`config.mk`:
```
export PLATFORM = sky130hd
export DESIGN_NAME = cft_mac
export DESIGN_NICKNAME = d
export VERILOG_FILES = /design/src/design/cft_pkg.sv /design/src/design/cft_mac.sv
export SDC_FILE = /design/constraint.sdc
export NUM_CORES = 2
export LEC_CHECK = 0
export ABC_AREA = 1
export BUFFER_PORTS_ARGS = -buffer_cell sky130_fd_sc_hd__buf_2
export CAP_MARGIN = 5
export CORE_MARGIN = 1
export CORE_UTILIZATION = 37
export CTS_BUF_LIST = sky130_fd_sc_hd__clkbuf_2 sky130_fd_sc_hd__clkbuf_4 sky130_fd_sc_hd__clkbuf_8
export DETAILED_ROUTE_END_ITERATION = 7
export GPL_TIMING_DRIVEN = 0
export SLEW_MARGIN = 25
export SYNTH_ARGS = -nofsm -noshare
export SYNTH_HDL_FRONTEND = slang
export SYNTH_SLANG_ARGS = --single-unit
```
`constraint.sdc`:
```
create_clock -name clk -period 6.97 [get_ports clk]
set_clock_uncertainty 0.1 [all_clocks]
set_input_delay 0.3485 -clock clk [delete_from_list [all_inputs] [get_ports clk]]
set_output_delay 0.3485 -clock clk [all_outputs]
set_load 0.02 [all_outputs]
```
`src/design/cft_pkg.sv`:
```
// ----------------------------------------------------------------------------
// cft_pkg
// shared types, widths and codes of the cascaded first-order tilt filter
// ----------------------------------------------------------------------------
package cft_pkg;

	localparam int WORD_BITS     = 32;
	localparam int SAMPLE_BITS   = 24;
	localparam int COEF_BITS     = 32;
	localparam int LEVEL_BITS    = 19;
	localparam int COUNT_BITS    = 6;
	localparam int CHAN_BITS     = 3;
	localparam int SECIDX_BITS   = 5;
	localparam int COEF_FRAC     = COEF_BITS - 4;
	localparam int LEVEL_FRAC    = 16;
	localparam int PROD_BITS     = 2 * WORD_BITS;
	localparam int ACC_BITS      = PROD_BITS + 2;
	localparam int IN_DATA_BITS  = 72;
	localparam int OUT_DATA_BITS = 32;
	localparam int CFG_DATA_BITS = LEVEL_BITS;

	typedef logic signed [WORD_BITS-1:0] word_t;

	typedef enum logic {
		OP_SAMPLE = 1'b0,
		OP_LOAD   = 1'b1
	} op_t;

	typedef enum logic [1:0] {
		COEF_G  = 2'd0,
		COEF_A1 = 2'd1,
		COEF_B0 = 2'd2,
		COEF_B1 = 2'd3
	} coef_sel_t;

	typedef enum logic {
		CFG_INPUT_LEVEL   = 1'b0,
		CFG_SECTION_COUNT = 1'b1
	} cfg_idx_t;

	typedef enum logic [1:0] {
		ACC_HOLD = 2'd0,
		ACC_LOAD = 2'd1,
		ACC_ADD  = 2'd2,
		ACC_SUB  = 2'd3
	} acc_op_t;

	typedef enum logic [1:0] {
		RND_ACC   = 2'd0,
		RND_GAIN  = 2'd1,
		RND_LEVEL = 2'd2
	} rnd_src_t;

	typedef struct packed {
		logic     mul_en;
		acc_op_t  acc_op;
		logic     rnd_en;
		rnd_src_t rnd_src;
	} mac_ctrl_t;

	typedef enum logic [3:0] {
		ST_CLEAR,
		ST_IDLE,
		ST_SCALE,
		ST_READ,
		ST_MUL_B0,
		ST_MUL_B1,
		ST_MUL_A1,
		ST_ACC_END,
		ST_ROUND,
		ST_GAIN,
		ST_GAIN_ROUND,
		ST_OUT
	} state_t;

endpackage

```
`src/design/cft_mac.sv`:
```
// ----------------------------------------------------------------------------
// cft_mac
// shared 32x32 multiplier with accumulator and round/saturate to a 32-bit word
// ----------------------------------------------------------------------------
module cft_mac (
	input  logic              clk,
	input  cft_pkg::mac_ctrl_t ctrl,
	input  cft_pkg::word_t    mul_a,
	input  cft_pkg::word_t    mul_b,
	output cft_pkg::word_t    word
);

	localparam int AB = cft_pkg::ACC_BITS;
	localparam logic signed [AB-1:0] HALF_COEF  = AB'(1) << (cft_pkg::COEF_FRAC - 1);
	localparam logic signed [AB-1:0] HALF_LEVEL = AB'(1) << (cft_pkg::LEVEL_FRAC - 1);
	localparam logic signed [AB-1:0] W_MAX = (AB'(1) << (cft_pkg::WORD_BITS - 1)) - AB'(1);
	localparam logic signed [AB-1:0] W_MIN = -(AB'(1) << (cft_pkg::WORD_BITS - 1));

	logic signed [cft_pkg::PROD_BITS-1:0] prod;
	logic signed [cft_pkg::PROD_BITS-1:0] prod_q;
	logic signed [AB-1:0]                 prod_ext;
	logic signed [AB-1:0]                 acc_q;
	logic signed [AB-1:0]                 src;
	logic signed [AB-1:0]                 biased;
	logic signed [AB-1:0]                 shifted;
	cft_pkg::word_t                       rounded;
	cft_pkg::word_t                       word_q;

	assign prod     = mul_a * mul_b;
	assign prod_ext = AB'(prod_q);

	always_comb begin
		case (ctrl.rnd_src)
			cft_pkg::RND_ACC: src = acc_q;
			default:          src = prod_ext;
		endcase
		if (ctrl.rnd_src == cft_pkg::RND_LEVEL) begin
			biased  = src + HALF_LEVEL;
			shifted = biased >>> cft_pkg::LEVEL_FRAC;
		end else begin
			biased  = src + HALF_COEF;
			shifted = biased >>> cft_pkg::COEF_FRAC;
		end
		if (shifted > W_MAX) begin
			rounded = cft_pkg::word_t'(W_MAX);
		end else if (shifted < W_MIN) begin
			rounded = cft_pkg::word_t'(W_MIN);
		end else begin
			rounded = cft_pkg::word_t'(shifted);
		end
	end

	always_ff @(posedge clk) begin
		if (ctrl.mul_en) begin
			prod_q <= prod;
		end
		case (ctrl.acc_op)
			cft_pkg::ACC_LOAD: acc_q <= prod_ext;
			cft_pkg::ACC_ADD:  acc_q <= acc_q + prod_ext;
			cft_pkg::ACC_SUB:  acc_q <= acc_q - prod_ext;
			default:           acc_q <= acc_q;
		endcase
		if (ctrl.rnd_en) begin
			word_q <= rounded;
		end
	end

	assign word = word_q;

endmodule

```
# --- Word level (Yosys, flattened, before mapping) ---
# Index checks and enable logic that the tools add are counted.
op_classes:
  add_sub_neg: 4
  multipliers: 1
  magnitude_cmp: 2
  n_eq_ne: 4
  mux: 4
  reduce_logical: 2
ops:
  columns: ["operator", "n"]
  rows:
  - ["$pmux 66 s3", 1]
  - ["$mux 66", 2]
  - ["$add 66x17->66 const B", 1]
  - ["$add 66x29->66 const B", 1]
  - ["$add 66x64->66", 1]
  - ["$gt 66x32->1 const B", 1]
  - ["$lt 66x32->1 const B", 1]
  - ["$sub 66x64->66", 1]
  - ["$mul 32x32->64", 1]
  - ["$mux 32", 1]
  - ["$eq 2x2->1 const B", 3]
  - ["$reduce_bool 3->1", 1]
  - ["$eq 2x1->1 const B", 1]
  - ["$logic_not 2->1", 1]
totals:
  register_bits: 162
  in_bits: 71
  wordCells: 20

# --- Longest topological paths before layout ---
logic_depth:
  depth_word: 6
  depth_mapped: 30

# --- Worst setup path after synthesis ---
# Ideal clock, no wire load.
synth_timing:
  path_type: "input to register"
  start: "input port mul_a[31]"
  end: "register prod_q[62] in the netlist's numbering (data pin)"
  setup_ps: 259
  arrival_ps: 7296
  setup_slack_ps: -685
  path_stages: 23
  n_path_buf: 1
  path_cell_list: "clkbuf_1 -> nand2_1 -> fa_1 -> fa_1 -> inv_1 -> fa_1 -> fa_1 -> fa_1 -> fa_1 -> inv_1 -> fa_1 -> inv_1 -> fa_1 -> ha_1 -> a21oi_1 -> inv_1 -> a31oi_1 -> o21ai_0 -> a221oi_1 -> o21ai_0 -> a21oi_1 -> nand2_1 -> xor2_1"
synth_via:
  elab_chain_len: 1
synth_lines:
  columns: ["element", "line_no", "source"]
  rows:
  - ["start, declared", "cft_mac.sv:8", "input cft_pkg::word_t mul_a,"]
  - ["$mul 32x32->64", "cft_mac.sv:29", "assign prod = mul_a * mul_b;"]
  - ["via prod (one bit)", "cft_mac.sv:19", "logic signed [cft_pkg::PROD_BITS-1:0] prod;"]
  - ["end signal, assigned", "cft_mac.sv:55", "prod_q <= prod;"]
  - ["end, declared", "cft_mac.sv:20", "logic signed [cft_pkg::PROD_BITS-1:0] prod_q;"]
# The timed path passes the listed nets, and every way through them passes these cells.
# A chain may end at the register's enable or synchronous reset.

# --- Worst setup path in the final report ---
layout_timing:
  start: "input port mul_b[12]"
  end: "register prod_q[63] in the netlist's numbering (data pin)"
layout_via:
  elab_chain_len: 1
layout_lines:
  columns: ["element", "line_no", "source"]
  rows:
  - ["start, declared", "cft_mac.sv:9", "input cft_pkg::word_t mul_b,"]
  - ["$mul 32x32->64", "cft_mac.sv:29", null]
  - ["via prod (one bit)", "cft_mac.sv:19", null]
# The timed path passes the listed nets, and every way through them passes these cells.

==> results by group <==
Detailed routing
  • Remaining antenna violation count: 0
  • DRT Pass-1 Iters: 7
  • DRC: 0
  • DR iter-0 viols: 4899
  • Via/cell ratio: 5.219
  • Routed wire length: 213600 µm
  • WL/cell: 23.42 µm
  • Via count: 47600

Cells and area
  • Non-filler instance count after layout: 9121
  • Post-Route Utilization: 43.05%
  • Nets@finish: 8622
  • Most frequent cells in the layout: inv_1 (1912), nand2_1 (1730), fa_1 (1031)
  • Fraction of layout cells with a size suffix above 1: 11.34%
  • Most common cell after layout, fill and taps aside: inv_1
  • Synth-to-Final Area Change: 15.05%

Critical path
  • CP Max Fanout: 10
  • Reg2Reg Setup Slack: 0.98 ns
  • Slowest stage cell, crit path: fa_2
  • Crit path launch type: primary input
  • Reg-to-reg startpoint: prod_q[0]
  • CP Capture Type: register
  • Crit Path Category: in -> reg
  • Largest stage delay, worst path: 0.74 ns
  • CP cell instances: clkbuf_4 -> buf_12 -> nand2_1 -> fa_1 -> fa_2 -> inv_2 -> fa_2 -> buf_4 -> fa_2 -> fa_2 -> fa_1 -> inv_1 -> fa_1 -> inv_1 -> fa_1 -> ha_4 -> a21oi_2 -> o21a_1 -> o21ai_2 -> a221oi_2 -> o21ai_1 -> nor2_2 -> xor2_1
  • Crit path DAT: 7.14 ns
  • CP required: 7.13 ns
  • Worst r2r dst: acc_q[53]
  • Reg2reg path depth: 18

Clock network
  • CTS tree: done
  • Clock tree root buffer cell: clkbuf_8
  • Clock transition at the registers of the reported paths: 0.10 ns
  • Number of H-tree levels: 4
  • Clock Path Buffers: 2
  • Cts bufs inserted: 17
  • Clock latency on the worst-skew pair: 0.54 ns
  • Clk sink count: 162

Yosys
  • Synth top area cells: fa_1 (41%), inv_1 (14%), nand2_1 (12%)
  • Number of enable flip-flop cells after synthesis: 162
  • Count of cell types in the netlist: 49
  • Synth area leader: fa_1
  • Sequential area share after synthesis: 9.148%
  • Top FF cell, synth: edfxtp_1
  • Post-Syn Nets: 8412
  • Synth top area share: 40.77%
  • Post-Syn Instances: 7006
  • Syn. warnings: 0
  • Ys async rst share: 0%
  • Syn avg cell area: 7.590 µm²
  • Synth Register Bits: 162
  • Syn Std Cell Area: 53170 µm²

GRT
  • Pin count of the biggest net entering global routing: 65
  • Initial antenna violation count: 10
  • Grt total ovfl: 0
  • First-pass GRT wire length: 314800 µm
  • Global Route Usage Sum: 29.39%
  • Number of global-route vias before repair: 48240

STA
  • Final setup fails: 1
  • Least-Margin Pin Slew: 0.9266 ns
  • FMAX: 143.1 MHz
  • Max-slew violations: 0
  • WHS: 0.1637 ns
  • Unrepaired setup endpoints after global routing: yes
  • Period utilization: 100.2%
  • Fin. Hold Viols: 0
  • Clock period minus worst slack: 6.986 ns
  • Rel. slew slack: 37.44%
  • Setup ws final: -0.01592 ns

Floorplan
  • Chip Height: 381.1 µm
  • Initial Util: 37.42%
  • Core footprint: 142100 µm²
  • Row count: 138
  • Die area: 145200 µm²
  • Die Width: 381.1 µm
  • IO Count: 103

Hold path
  • Worst Hold Endpoint: prod_q[0]
  • Class of the worst hold path: in -> reg
  • Hold Startpoint: mul_b[0]
  • Hold Crit Depth: 3

Job
  • Max Cap Violations: 0

Place
  • Final Wtd Congestion: 1.049
  • Final HPWL DP: 178900 µm
  • Cells after DPL: 8998
  • PortBufs: 101

Outcome
  • Outcome: finished, violations left
  • Failing checks: negative setup slack
==> Yosys cell counts, types with 7 or more instances <==
cell      instances
nand3_1         168
ha_1            252
nor4_1           24
nor3_1           38
o21ai_0         221
nand2_1        1757
xor2_1          133
o211ai_1         11
nand2_2          21
inv_2             7
nor2_1          399
buf_6             8
a21o_1           14
clkbuf_1        220
inv_1          1946
edfxtp_1        162
a31oi_1          39
or2_2            46
a221oi_1         11
a21oi_1         238
fa_1           1083
nor2_2           24
o21a_1           18
o21bai_1         11
xnor2_1          45
nand4_1          47
==> layer usage <==
| metal | GRT usage [%] | vias to the layer above | part of all wire (%) |
|---|---|---|---|
| met4 | 14.44 | 6 | 6.2 |
| met3 | 5.230 | 477 | 9.9 |
| met2 | 45.61 | 2548 | 43 |
| li1 | - | 20860 | - |
| met5 | 0 | - | 0.017 |
| met1 | 39.49 | 23720 | 40 |
==> cell type report <==
class | instances | area, µm²
Fill cell | 14440 | 80930
Multi-Input combinational cell | 4652 | 41450
Inverter | 1954 | 7343
Sequential cell | 162 | 4865
Buffer | 238 | 3259
Tap cell | 1890 | 2365
Timing Repair Buffer | 190 | 1478
Clock buffer | 17 | 234.0
Clock inverter | 15 | 167.7
Timing Repair inverter | 1 | 7.507
Antenna cell | 2 | 5.005
==> stage by stage <==
stage / worst slack (ns) / TNS [ns] / instance area, µm²
after detailed placement: -2.062 / -68.39 / 56260
after global routing: -0.1514 / -0.6446 / 61170
after floorplan: -0.1882 / -0.2951 / 53350
after CTS: -0.01195 / -0.01195 / 59510
after global placement: -2.144 / -68.71 / 56220
final: -0.01592 / -0.01592 / 61170
==> kinds of logic (layout without fill, tap and decap cells) <==
kind of cell             count (synthesis)  after routing  synth area share [%]
AND/OR/NAND/NOR                       2542           2542                 19.37
buffers and inverters                 2192           2415                 15.63
adder cells (fa/ha/maj)               1335           1335                 46.70
AO/OA/AOI/OAI                          596            596                 6.191
XOR/XNOR                               178            178                 2.932
flip-flops                             162            162                 9.148
multiplexers                             1              1               0.01882
other                                    0              2                     0
==> state kept, by name, summed over array words and instances, names as in the netlist <==
signal	flops
acc_q	66
prod_q	64
word	32
==> critical path, delay by kind of cell <==
| family | cells | cell delay [ns] |
|---|---|---|
| fa+ha+maj | 9 | 4.75 |
| xor+xnor | 1 | 0.10 |
| compound gates | 5 | 0.89 |
| buf+inv | 6 | 0.71 |
| simple gates | 2 | 0.29 |
==> how the worst max path moves through the flow <==
stage | cells after the start | slack, ns | end | from
after floorplan | 25 | -0.19 | prod_q[62] | mul_a[31]
after global placement | 24 | -2.14 | prod_q[62] | mul_a[15]
after detailed placement | 24 | -2.06 | prod_q[62] | mul_a[10]
after CTS | 27 | -0.01 | prod_q[62] | mul_b[15]
after global routing | 28 | -0.15 | prod_q[62] | mul_a[31]
final | 23 | -0.02 | prod_q[63] | mul_b[12]
==> what timing repair did <==
action	CTS	global route
pin swaps	35	120
resized for setup	695	365
hold endpoints to repair	0	0
buffers inserted	23	64
gates cloned	1	2
hold buffers	0	0
setup endpoints to repair	44	36
Power is left out: the tool's default activity adds up to more than one toggle a clock period on the data nets, which glitch-free logic cannot reach.
